<file path="src/rtl/core/owts_pkg.sv">
// Package with the shared types, constants and the CRC-8 byte function of the scratchpad decoder.
package owts_pkg;

   localparam int unsigned SCRATCH_LEN = 9;
   localparam int unsigned COUNT_W     = $clog2(SCRATCH_LEN + 1);

   typedef logic [COUNT_W-1:0] count_type;

   // Byte positions inside the scratchpad that the decoder uses.
   localparam count_type IDX_TEMP_LSB = COUNT_W'(0);
   localparam count_type IDX_TEMP_MSB = COUNT_W'(1);
   localparam count_type IDX_CONFIG   = COUNT_W'(4);
   localparam count_type IDX_REMAIN   = COUNT_W'(6);
   localparam count_type IDX_LAST     = COUNT_W'(SCRATCH_LEN - 1);

   localparam logic [7:0] CRC_POLY = 8'h8C;

   localparam logic [15:0] S_EVEN_MASK  = 16'hfffe;
   localparam logic [15:0] S_OFFSET     = 16'd12;  // 16 minus the quarter-degree bias of 4
   localparam logic [15:0] CENTI_PER_DEG = 16'd100;
   localparam logic [6:0]  FRAC_HALF    = 7'd50;
   localparam logic [6:0]  FRAC_QUARTER = 7'd25;
   localparam logic [6:0]  FRAC_EIGHTH  = 7'd13;
   localparam logic [6:0]  FRAC_16TH    = 7'd6;

   // Resolution codes from bits 6:5 of the configuration byte.
   localparam logic [1:0] RES_12BIT = 2'b11;
   localparam logic [1:0] RES_11BIT = 2'b10;
   localparam logic [1:0] RES_10BIT = 2'b01;

   typedef enum logic [1:0] {
      KIND_B     = 2'd0,
      KIND_S     = 2'd1,
      KIND_OTHER = 2'd2
   } kind_type;

   typedef logic signed [14:0] centi_type;

   // One finished read handed from the front end to the back end.
   typedef struct packed {
      logic [15:0] raw_temp;
      logic [1:0]  res_bits;
      logic [7:0]  count_remain;
      logic        failed;
      kind_type    kind;
   } job_type;

   function automatic logic [7:0] crc8_byte(input logic [7:0] crc, input logic [7:0] data);
      logic [7:0] c;
      c = crc ^ data;
      for (int i = 0; i < 8; i++) begin
         c = c[0] ? ((c >> 1) ^ CRC_POLY) : (c >> 1);
      end
      return c;
   endfunction

endpackage

</file>
<file path="src/rtl/core/owts_if.sv">
// Handshake interfaces for the request, response and control-register channels.
interface owts_req_if;
   import owts_pkg::*;
   logic       valid;
   logic       ready;
   logic [7:0] scratch_byte;
   logic       start_of_read;
   modport source (output valid, output scratch_byte, output start_of_read, input ready);
   modport sink   (input valid, input scratch_byte, input start_of_read, output ready);
endinterface

interface owts_rsp_if;
   import owts_pkg::*;
   logic      valid;
   logic      ready;
   centi_type temperature_centi;
   logic      read_failed;
   modport source (output valid, output temperature_centi, output read_failed, input ready);
   modport sink   (input valid, input temperature_centi, input read_failed, output ready);
endinterface

interface owts_csr_if;
   logic       valid;
   logic       ready;
   logic [1:0] data;
   modport source (output valid, output data, input ready);
   modport sink   (input valid, input data, output ready);
endinterface

</file>
<file path="src/rtl/core/owts_front.sv">
// Front end: byte counting, CRC-8, nonzero tracking and capture of the bytes the decode needs.
module owts_front (
   input  logic             clock,
   input  logic             reset,
   owts_req_if.sink         req_chan,
   owts_csr_if.sink         csr_chan,
   input  logic             queue_full,
   output logic             push,
   output owts_pkg::job_type push_job
);
   import owts_pkg::*;

   count_type  count_ff, count_in;
   logic [7:0] crc_ff, crc_in;
   logic       nz_ff, nz_in;
   logic [1:0] kind_ff;
   logic [7:0] lsb_ff, msb_ff, remain_ff;
   logic [1:0] res_ff;

   count_type  idx;
   logic [7:0] crc_base, crc_new;
   logic       nz_base, nz_new, accept, last;

   assign req_chan.ready = !queue_full;
   assign csr_chan.ready = 1'b1;
   assign accept = req_chan.valid && req_chan.ready;

   always_comb begin
      idx      = (req_chan.start_of_read || count_ff > IDX_LAST) ? '0 : count_ff;
      crc_base = req_chan.start_of_read ? 8'h00 : crc_ff;
      nz_base  = req_chan.start_of_read ? 1'b0 : nz_ff;
      crc_new  = crc8_byte(crc_base, req_chan.scratch_byte);
      nz_new   = nz_base || (req_chan.scratch_byte != 8'h00);
      last     = (idx == IDX_LAST);
      count_in = count_ff;
      crc_in   = crc_ff;
      nz_in    = nz_ff;
      if (accept) begin
         if (last) begin
            count_in = '0;
            crc_in   = 8'h00;
            nz_in    = 1'b0;
         end else begin
            count_in = idx + COUNT_W'(1);
            crc_in   = crc_new;
            nz_in    = nz_new;
         end
      end
   end

   always_ff @(posedge clock) begin
      if (reset) begin
         count_ff <= '0;
         crc_ff   <= 8'h00;
         nz_ff    <= 1'b0;
         kind_ff  <= KIND_B;
      end else begin
         count_ff <= count_in;
         crc_ff   <= crc_in;
         nz_ff    <= nz_in;
         if (csr_chan.valid) begin
            kind_ff <= csr_chan.data;
         end
      end
   end

   // Only the temperature, configuration and count-remain bytes are kept.
   always_ff @(posedge clock) begin
      if (accept) begin
         case (idx)
            IDX_TEMP_LSB: lsb_ff    <= req_chan.scratch_byte;
            IDX_TEMP_MSB: msb_ff    <= req_chan.scratch_byte;
            IDX_CONFIG:   res_ff    <= req_chan.scratch_byte[6:5];
            IDX_REMAIN:   remain_ff <= req_chan.scratch_byte;
            default: ;
         endcase
      end
   end

   always_comb begin
      push                  = accept && last;
      push_job.raw_temp     = {msb_ff, lsb_ff};
      push_job.res_bits     = res_ff;
      push_job.count_remain = remain_ff;
      push_job.failed       = (crc_new != 8'h00) || !nz_new;
      case (kind_ff)
         KIND_B:  push_job.kind = KIND_B;
         KIND_S:  push_job.kind = KIND_S;
         default: push_job.kind = KIND_OTHER;
      endcase
   end

endmodule

</file>
<file path="src/rtl/core/owts_queue.sv">
// Two-entry queue of finished reads between the front end and the back end.
module owts_queue (
   input  logic              clock,
   input  logic              reset,
   input  logic              push,
   input  owts_pkg::job_type push_job,
   input  logic              pop,
   output logic              full,
   output logic              not_empty,
   output owts_pkg::job_type head_job
);
   import owts_pkg::*;

   job_type    slot_ff [2];
   logic       wr_ptr_ff, wr_ptr_in;
   logic       rd_ptr_ff, rd_ptr_in;
   logic [1:0] fill_ff, fill_in;

   assign full      = (fill_ff == 2'd2);
   assign not_empty = (fill_ff != 2'd0);
   assign head_job  = slot_ff[rd_ptr_ff];

   always_comb begin
      wr_ptr_in = push ? !wr_ptr_ff : wr_ptr_ff;
      rd_ptr_in = pop ? !rd_ptr_ff : rd_ptr_ff;
      fill_in   = fill_ff + 2'(push) - 2'(pop);
   end

   always_ff @(posedge clock) begin
      if (reset) begin
         wr_ptr_ff <= 1'b0;
         rd_ptr_ff <= 1'b0;
         fill_ff   <= 2'd0;
      end else begin
         wr_ptr_ff <= wr_ptr_in;
         rd_ptr_ff <= rd_ptr_in;
         fill_ff   <= fill_in;
      end
   end

   always_ff @(posedge clock) begin
      if (push) begin
         slot_ff[wr_ptr_ff] <= push_job;
      end
   end

endmodule

</file>
<file path="src/rtl/core/owts_back.sv">
// Back end: precision adjustment, conversion to hundredths of a degree and the result register.
module owts_back (
   input  logic              clock,
   input  logic              reset,
   input  logic              not_empty,
   input  owts_pkg::job_type head_job,
   output logic              pop,
   owts_rsp_if.source        rsp_chan
);
   import owts_pkg::*;

   logic        valid_ff, valid_in;
   centi_type   temp_ff, temp_in;
   logic        failed_ff;
   logic [15:0] adj;
   logic [15:0] whole_ext, prod;
   logic [6:0]  frac_add;

   assign pop                        = not_empty && (!valid_ff || rsp_chan.ready);
   assign rsp_chan.valid             = valid_ff;
   assign rsp_chan.temperature_centi = temp_ff;
   assign rsp_chan.read_failed       = failed_ff;

   always_comb begin
      case (head_job.kind)
         KIND_S: begin
            adj = ((head_job.raw_temp & S_EVEN_MASK) << 3) + S_OFFSET
                  - {8'h00, head_job.count_remain};
         end
         KIND_B: begin
            case (head_job.res_bits)
               RES_12BIT: adj = head_job.raw_temp;
               RES_11BIT: adj = head_job.raw_temp & ~16'h0001;
               RES_10BIT: adj = head_job.raw_temp & ~16'h0003;
               default:   adj = head_job.raw_temp & ~16'h0007;
            endcase
         end
         default: adj = head_job.raw_temp;
      endcase

      whole_ext = {{8{adj[11]}}, adj[11:4]};
      prod      = whole_ext * CENTI_PER_DEG;
      frac_add  = (adj[3] ? FRAC_HALF : 7'd0) + (adj[2] ? FRAC_QUARTER : 7'd0)
                + (adj[1] ? FRAC_EIGHTH : 7'd0) + (adj[0] ? FRAC_16TH : 7'd0);
      temp_in   = head_job.failed ? '0 : centi_type'(prod[14:0] + {8'h00, frac_add});
      valid_in  = pop ? 1'b1 : (rsp_chan.ready ? 1'b0 : valid_ff);
   end

   always_ff @(posedge clock) begin
      if (reset) begin
         valid_ff <= 1'b0;
      end else begin
         valid_ff <= valid_in;
      end
   end

   always_ff @(posedge clock) begin
      if (pop) begin
         temp_ff   <= temp_in;
         failed_ff <= head_job.failed;
      end
   end

endmodule

</file>
<file path="src/rtl/core/onewire_temp_scratchpad_decode.sv">
// Top level of the one-wire temperature sensor scratchpad decoder.
//
//   Channel    Direction  Moves per transaction
//   req_chan   in         one scratchpad byte and its start-of-read mark
//   rsp_chan   out        temperature in hundredths of a degree and failure flag
//   csr_chan   in         sensor kind (0 B-type, 1 S-type, 2 or 3 no adjustment)
//
// One byte is taken in every cycle while the queue is not full; the byte
// counter, the CRC-8 and the nonzero flag are updated in the same cycle the
// byte is accepted. The ninth byte of a read puts one job into a two-entry
// queue; the back end pops it when the result register is free or being taken
// and registers the result. Reset clears the counter, CRC, flag, queue and
// result valid and selects the B-type sensor. A stalled response holds its
// register and the queue keeps accepting bytes until both entries are full.
module onewire_temp_scratchpad_decode (
   input logic        clock,
   input logic        reset,
   owts_req_if.sink   req_chan,
   owts_rsp_if.source rsp_chan,
   owts_csr_if.sink   csr_chan
);
   import owts_pkg::*;

   // Front end and back end meet only through the queue.
   logic    push;
   job_type push_job;
   logic    queue_full;
   logic    queue_not_empty;
   logic    pop;
   job_type head_job;

   owts_front u_front (
      .clock      (clock),
      .reset      (reset),
      .req_chan   (req_chan),
      .csr_chan   (csr_chan),
      .queue_full (queue_full),
      .push       (push),
      .push_job   (push_job)
   );

   owts_queue u_queue (
      .clock     (clock),
      .reset     (reset),
      .push      (push),
      .push_job  (push_job),
      .pop       (pop),
      .full      (queue_full),
      .not_empty (queue_not_empty),
      .head_job  (head_job)
   );

   owts_back u_back (
      .clock     (clock),
      .reset     (reset),
      .not_empty (queue_not_empty),
      .head_job  (head_job),
      .pop       (pop),
      .rsp_chan  (rsp_chan)
   );

endmodule
</file>
<file path="src/flat_wrapper.sv">
// flat-port wrapper written by rule: the top's interface ports become plain ports
module onewire_temp_scratchpad_decode_flat import owts_pkg::*;
  (clock, reset, req_chan_valid, req_chan_scratch_byte, req_chan_start_of_read, req_chan_ready, rsp_chan_valid, rsp_chan_temperature_centi, rsp_chan_read_failed, rsp_chan_ready, csr_chan_valid, csr_chan_data, csr_chan_ready);
  owts_req_if req_chan_i ();
  owts_rsp_if rsp_chan_i ();
  owts_csr_if csr_chan_i ();
  input logic clock;
  input logic reset;
  input wire logic [$bits(req_chan_i.valid)-1:0] req_chan_valid;
  input wire logic [$bits(req_chan_i.scratch_byte)-1:0] req_chan_scratch_byte;
  input wire logic [$bits(req_chan_i.start_of_read)-1:0] req_chan_start_of_read;
  output wire logic [$bits(req_chan_i.ready)-1:0] req_chan_ready;
  output wire logic [$bits(rsp_chan_i.valid)-1:0] rsp_chan_valid;
  output wire logic [$bits(rsp_chan_i.temperature_centi)-1:0] rsp_chan_temperature_centi;
  output wire logic [$bits(rsp_chan_i.read_failed)-1:0] rsp_chan_read_failed;
  input wire logic [$bits(rsp_chan_i.ready)-1:0] rsp_chan_ready;
  input wire logic [$bits(csr_chan_i.valid)-1:0] csr_chan_valid;
  input wire logic [$bits(csr_chan_i.data)-1:0] csr_chan_data;
  output wire logic [$bits(csr_chan_i.ready)-1:0] csr_chan_ready;
  assign req_chan_i.valid = req_chan_valid;
  assign req_chan_i.scratch_byte = req_chan_scratch_byte;
  assign req_chan_i.start_of_read = req_chan_start_of_read;
  assign req_chan_ready = req_chan_i.ready;
  assign rsp_chan_valid = rsp_chan_i.valid;
  assign rsp_chan_temperature_centi = rsp_chan_i.temperature_centi;
  assign rsp_chan_read_failed = rsp_chan_i.read_failed;
  assign rsp_chan_i.ready = rsp_chan_ready;
  assign csr_chan_i.valid = csr_chan_valid;
  assign csr_chan_i.data = csr_chan_data;
  assign csr_chan_ready = csr_chan_i.ready;
  onewire_temp_scratchpad_decode u_core (.clock(clock), .reset(reset), .req_chan(req_chan_i), .rsp_chan(rsp_chan_i), .csr_chan(csr_chan_i));
endmodule
</file>
<file path="config.mk">
export PLATFORM = sky130hd
export DESIGN_NAME = onewire_temp_scratchpad_decode_flat
export DESIGN_NICKNAME = d
export VERILOG_FILES = /design/src/rtl/core/owts_pkg.sv /design/src/rtl/core/owts_if.sv /design/src/rtl/core/owts_front.sv /design/src/rtl/core/owts_queue.sv /design/src/rtl/core/owts_back.sv /design/src/rtl/core/onewire_temp_scratchpad_decode.sv /design/src/flat_wrapper.sv
export SDC_FILE = /design/constraint.sdc
export NUM_CORES = 1
export LEC_CHECK = 0
export ABC_AREA = 0
export BUFFER_PORTS_ARGS = -buffer_cell sky130_fd_sc_hd__buf_2
export CAP_MARGIN = 15
export CORE_UTILIZATION = 44
export DETAILED_ROUTE_END_ITERATION = 12
export PLACE_DENSITY_LB_ADDON = 0.15
export SYNTH_ARGS = -nofsm -noshare
export SYNTH_HDL_FRONTEND = slang
export SYNTH_SLANG_ARGS = --single-unit
</file>
<file path="constraint.sdc">
create_clock -name clock -period 10.7 [get_ports clock]
set_input_delay 0.535 -clock clock [delete_from_list [all_inputs] [get_ports clock]]
set_output_delay 0.535 -clock clock [all_outputs]
set_load 0.01 [all_outputs]
</file>
**Word-level counts from Yosys, hierarchy flattened**

Memory sizes are Yosys's and may differ from the RTL's. A register that Yosys moved wholly into a read port is not among the register bits.
Cells that the tools add are included.

- Word-level logic and storage cells: 95
- Memories: 1
- Bits in registers: 62
- Input bits: 16
- Memory bits (writable): 58

Memories:

| memory | words | bits a word | read ports | clocked after Yosys merged registers in | wr ports | line | text |
|---|---|---|---|---|---|---|---|
| u_core.u_queue.slot_ff | 2 | 29 | 1 | 1 | 1 | owts_queue.sv:14 | `job_type slot_ff [2];` |

- $mul: 1
- Order comparisons: 1
- $add $sub $neg: 9
- Reduce and logical (&&, ||, !) cells: 23
- Muxes and demuxes: 27
- Bitwise operators: 9
- Eq/ne operators: 10

Operators with widths:

| cell | number |
|---|---|
| $mux W8 | 10 |
| $not A2 Y3 | 8 |
| $pmux W12 S2 | 1 |
| $mul A16 B5 Y13 const B | 1 |
| $reduce_bool A8 Y1 | 2 |
| $add A15 B7 Y15 | 1 |
| $add A12 B4 Y12 const B | 1 |
| $mux W4 | 3 |
| $sub A12 B8 Y12 | 1 |
| $pmux W3 S3 | 1 |
| $eq A4 B3 Y1 const B | 2 |
| $mux W1 | 8 |
| $reduce_and A2 Y1 | 4 |
| $xor A8 B8 Y8 | 1 |
| $add A6 B5 Y7 | 1 |
| $add A7 B3 Y7 | 1 |
| $add A7 B4 Y7 | 1 |
| $eq A2 B1 Y1 const B | 3 |
| $eq A2 B2 Y1 const B | 3 |
| $mux W6 | 1 |
| $logic_not A1 Y1 | 5 |
| $mux W5 | 1 |
| $add A4 B1 Y4 const B | 1 |
| $eq A4 B1 Y1 const B | 1 |
| other kinds (11) | 18 |

**Depth between registers and ports, before layout**

- Depth in word-level cells: 20
- Mapped depth: 25

**Hierarchy**

A second synthesis with hierarchy kept.

- Cell total of the unflattened synthesis: 538
- Area, all modules: 6,577.6 µm²

By module, submodules not included:

| module | cells each | sequential area each (µm²) | times used | area an instance (µm²) |
|---|---|---|---|---|
| owts_queue | 111 | 1,841.8 | 1 | 2,352.3 |
| owts_back | 248 | 500.5 | 1 | 2,230.9 |
| owts_front | 179 | 1,081.0 | 1 | 1,994.4 |

**Worst setup path before layout**

No wires, ideal clock.

- Path kind: register to register
- Start point: register (tool-made name)
- End point: register u_core.u_back.temp_ff[14] (netlist: u_core.u_back.rsp_chan.temperature_centi[14]), data pin
- Arrival: 5.723 ns
- Clock period less this slack: 5.985 ns
- Path buffers: 4
- Cell stages (with the launch flop): 24
- Slack: 4.715 ns
- Cells stage by stage: dfxtp_1 -> clkbuf_1 -> buf_2 -> buf_2 -> buf_2 -> mux2i_1 -> inv_1 -> ha_1 -> a21o_1 -> a21oi_1 -> nor2b_1 -> or4_1 -> a21oi_1 -> a21oi_1 -> ha_1 -> ha_1 -> fa_1 -> ha_1 -> or2b_2 -> or4b_4 -> a211oi_4 -> nand3_2 -> nor4_1 -> nor3_1

RTL lines:

| item | line | text |
|---|---|---|
| end signal: assignment | owts_back.sv:59 | `temp_ff <= temp_in;` |
| end: declaration | owts_back.sv:13 | `centi_type temp_ff, temp_in;` |

==> results summary <==
The flow ran to the end, and the final reports show no timing, DRC or antenna violations. Input and output buffers added on the ports amount to 33. After floorplanning, the core was sized to cover 13300 sq um. The initial antenna violation count is 0. The global placement routability congestion came out at 0.829.

The normalized max-slew margin is 39.8%. The endpoint kind of the worst setup timing path is a register. The net count reported at finish came out at 621. The tree built by TritonCTS fans out to 109 sinks.

The final-report max-slew violation count came out at 0. The fraction of synthesis flops using an asynchronous set or reset pin came out at 0%. The part of the total power dissipated in sequential elements came out at 27.1%.

The top achievable clock speed came out at 0.169 GHz. The Yosys step of the flow raised 0 warnings. In this run, the clock network consumes 15.4% of the power. 35 I/O pins were placed. The number of setup violations in the final report came out at 0. The slew of the pin with the lowest slew margin is 0.903 ns.

The sum of met2 wire segment lengths after detailed routing is 5.71 mm. Compared with the post-synthesis result, the final layout area differs by 11.3%. Summed over all layers, the routed wires come to 10.7 mm. The max-capacitance violation count came out at 0.

The register-to-register setup slack came out at 4.79 ns. The switching power came out at 0.893 mW. The post-route antenna net violation count is 0. By startpoint and endpoint, the worst setup path is classified as reg -> reg.

Setup repair after global routing left no endpoint under its margin. For this run the aggregate overflow at the end of global routing stands at 0. TritonCTS built the clock tree.

The required time of the critical path came out at 10.80 ns. The total length of routed met3 wires is 236 microns. The synthesized cell area is 6060 sq um.

The worst setup path is launched from a register. In this run, the number of DRC markers left after iteration 0 of detailed routing was 163. The via count of the first global-routing pass is 3710.

The half-perimeter wire length after placement is 8.20 mm. The number of enable-type register cells in the synthesized netlist came out at 88. The areal power density over the cells came out at 325 nW/um^2. The count of cell types in the netlist came out at 67. The worst-case hold path end point is u_core.u_front.kind_ff[1]$_SDFFE_PP0P_.

In the routed design, unresolved DRC markers number 0. The final worst clock skew came out at 0.00742 ns. The total chip power came out at 2.19 mW. The leakage power figure is 2.61 nW. The net switching share of the total power is 40.7%. The number of filler instances in the final layout came out at 1226.

The post-CTS setup buffer count came out at 0. The arrival time reported for the critical path endpoint came out at 6.01 ns. In this run the critical register-to-register path is captured at u_core.u_back.rsp_chan.temperature_centi[14]$_SDFFCE_PP0P_.

The net count after synthesis is 585. The routed via count is 3792. The wire length of the first global-routing pass is 17.7 mm.

0 antenna diodes ended up in the layout. The path class of the tightest hold or removal check is in -> reg. The share of total power dissipated in combinational logic is 57.5%. The average cell area after synthesis is 11.8 sq um. The largest fanout of any net on the critical path is 34. The library cell used as clock root buffer is clkbuf_16.

The total routing usage reported by global routing is 16.3%. Gates resized during post-CTS repair numbered 0. The internal power of the cells totals 1.30 mW.

The setup total negative slack came out at 0 ns. The worst register-to-register path has a depth of 19. The number of H-tree branching levels is 3. The first-pass detailed-route iteration total is 5.

The initial core utilization came out at 45.4%. The post-cts hold buffer count came out at 0. The height of the chip is 119 microns. The count of standard-cell rows came out at 42. Synthesis inferred 109 register bits. The TritonCTS buffer count is 9. The total count of hold-check failures in the final report is 0. The floorplan die width is 119 microns. The detail-routed net length per standard cell came out at 14.7 microns.

The fraction of layout instances using a drive strength above 1 came out at 13.3%. Synthesis handed over a netlist of 515 instances. The number of vias per cell is 5.18. The met1 wire length is 4.63 mm. The peak ir drop on the vdd network is 0.127 mV. The maximum buffer depth of the clock tree came out at 2. Sequential cells were found to cover 50.6% of the synthesized design area. The maximum number of pins on one net before global-route repair is 35. The worst hold path startpoint is csr_chan_data[1]. Routed signal wires occupy layers up through met4. In the synthesized netlist the dominant register cell turns out to be edfxtp_1.

The worst-skew pair later-pin latency came out at 0.36 ns. The clock transition at the registers of the reported paths is 0.07 ns. The final critical-path required period came out at 5.91 ns. The total die area is 14200 sq um. The fraction of the cycle the final worst path needs is 55.3%. Along the worst hold path, the cell count comes to 3.
[worst max-delay path by stage]
stage                   from                                                    endpoint  slack, ns  cells past startpoint
finish              register  u_core.u_back.rsp_chan.temperature_centi[14]$_SDFFCE_PP0P_       4.79                     19
CTS                 register  u_core.u_back.rsp_chan.temperature_centi[14]$_SDFFCE_PP0P_       4.76                     19
global route        register  u_core.u_back.rsp_chan.temperature_centi[14]$_SDFFCE_PP0P_       4.37                     17
floorplan           register  u_core.u_back.rsp_chan.temperature_centi[14]$_SDFFCE_PP0P_       4.71                     23
global placement    register  u_core.u_back.rsp_chan.temperature_centi[14]$_SDFFCE_PP0P_       4.83                     19
detailed placement  register  u_core.u_back.rsp_chan.temperature_centi[14]$_SDFFCE_PP0P_       4.80                     19
[stage by stage]
stage	instances	setup WS, ns	area [sq um]	hold WS, ns	utilization [%]
3_3_place_gp	716	4.83	6430	0.424	48.2
2_1_floorplan	515	4.71	6060	0.421	-
3_5_place_dp	716	4.80	6430	0.432	48.2
4_1_cts	732	4.76	6740	0.408	50.5
6_report	732	4.79	6740	0.423	50.5
5_1_grt	732	4.37	6740	0.428	50.5
[power groups by stage]
stage	Combinational [mW]	Sequential [mW]	Clock [mW]
6_report	1.26	0.594	0.338
5_1_grt	1.42	0.601	0.360
4_1_cts	1.27	0.595	0.347
3_5_place_dp	1.27	0.604	0
3_3_place_gp	1.24	0.601	0
2_1_floorplan	0.999	0.619	0
[cells in the mapped netlist, types with 6 or more instances]
master	instances	area share, %
dfxtp_1	21	6.9
nand2_1	23	1.4
mux2_2	7	1.3
mux2i_1	18	3.0
nand3_1	12	0.99
clkbuf_1	8	0.50
nor2b_1	13	1.3
and2_1	7	0.72
nor2_1	47	2.9
inv_1	36	2.2
nor3_1	11	0.91
a21oi_1	25	2.1
xor2_1	13	1.9
o21a_1	6	0.74
xnor2_1	32	4.6
ha_1	42	8.7
o21ai_0	7	0.58
fa_1	12	4.0
edfxtp_1	88	44
[cells in the final DEF, fill, tap and decap left out, types with 18 or more instances in the layout]
| cell | count |
|---|---|
| a21oi_1 | 25 |
| buf_2 | 33 |
| dfxtp_1 | 21 |
| edfxtp_1 | 88 |
| ha_1 | 42 |
| inv_1 | 36 |
| mux2i_1 | 18 |
| nand2_1 | 23 |
| nor2_1 | 45 |
| xnor2_1 | 32 |
[registers in the layout, summed over array words and instances, names as in the netlist, named ones only]
register	count
u_core.u_front.crc_ff	8
u_core.u_queue.fill_ff	2
u_core.u_front.remain_ff	8
u_core.u_back.rsp_chan.read_failed	1
u_core.u_queue.wr_ptr_ff	1
u_core.u_back.rsp_chan.valid	1
u_core.u_front.kind_ff	2
u_core.u_queue.slot_ff	50
u_core.u_front.nz_ff	1
u_core.u_front.count_ff	4
u_core.u_queue.rd_ptr_ff	1
u_core.u_front.res_ff	2
u_core.u_back.rsp_chan.temperature_centi	15
u_core.u_front.msb_ff	4
u_core.u_front.lsb_ff	8
[kinds of logic (layout without fill, tap and decap cells)]
kind of cell / count (synthesis) / in the layout / synth area share [%]
compound gates: 86 / 86 / 9.88
xor+xnor: 48 / 48 / 7.42
fa+ha+maj: 54 / 54 / 12.6
buf+inv: 49 / 90 / 3.16
flops: 109 / 109 / 50.6
mux: 26 / 26 / 4.46
other cells: 1 / 1 / 0.0619
simple gates: 142 / 142 / 11.8
[layer usage]
metal  global-route usage [%]  up-vias
li1                         -     1928
met4                     6.33        0
met5                        0        -
met1                     18.3     1822
met3                     3.45       11
met2                     29.8       31
[critical path, stage by stage, from the launching register on]
cell and delay (ns):
dfxtp_1 0.31, buf_4 0.38, mux2_2 0.40, ha_1 0.34, a21o_1 0.18, a21oi_1 0.14
nor2b_1 0.12, or4_1 0.51, a21oi_1 0.15, a21oi_1 0.09, ha_1 0.32, ha_1 0.31
fa_1 0.46, ha_1 0.40, or2b_2 0.32, or4b_4 0.50, a211oi_4 0.28, nand3_2 0.11
nor4_1 0.24, nor3_1 0.07
[area by class of cell]
class | count | area (sq um) | share of cell area [%]
Sequential cell | 109 | 3060 | 45.5
Multi-Input combinational cell | 357 | 2810 | 41.7
Clock buffer | 9 | 225 | 3.34
Tap cell | 176 | 220 | 3.27
Timing Repair Buffer | 38 | 203 | 3.01
Inverter | 36 | 135 | 2.01
Clock inverter | 7 | 85.1 | 1.26
Power figures use the tool's default switching activity.
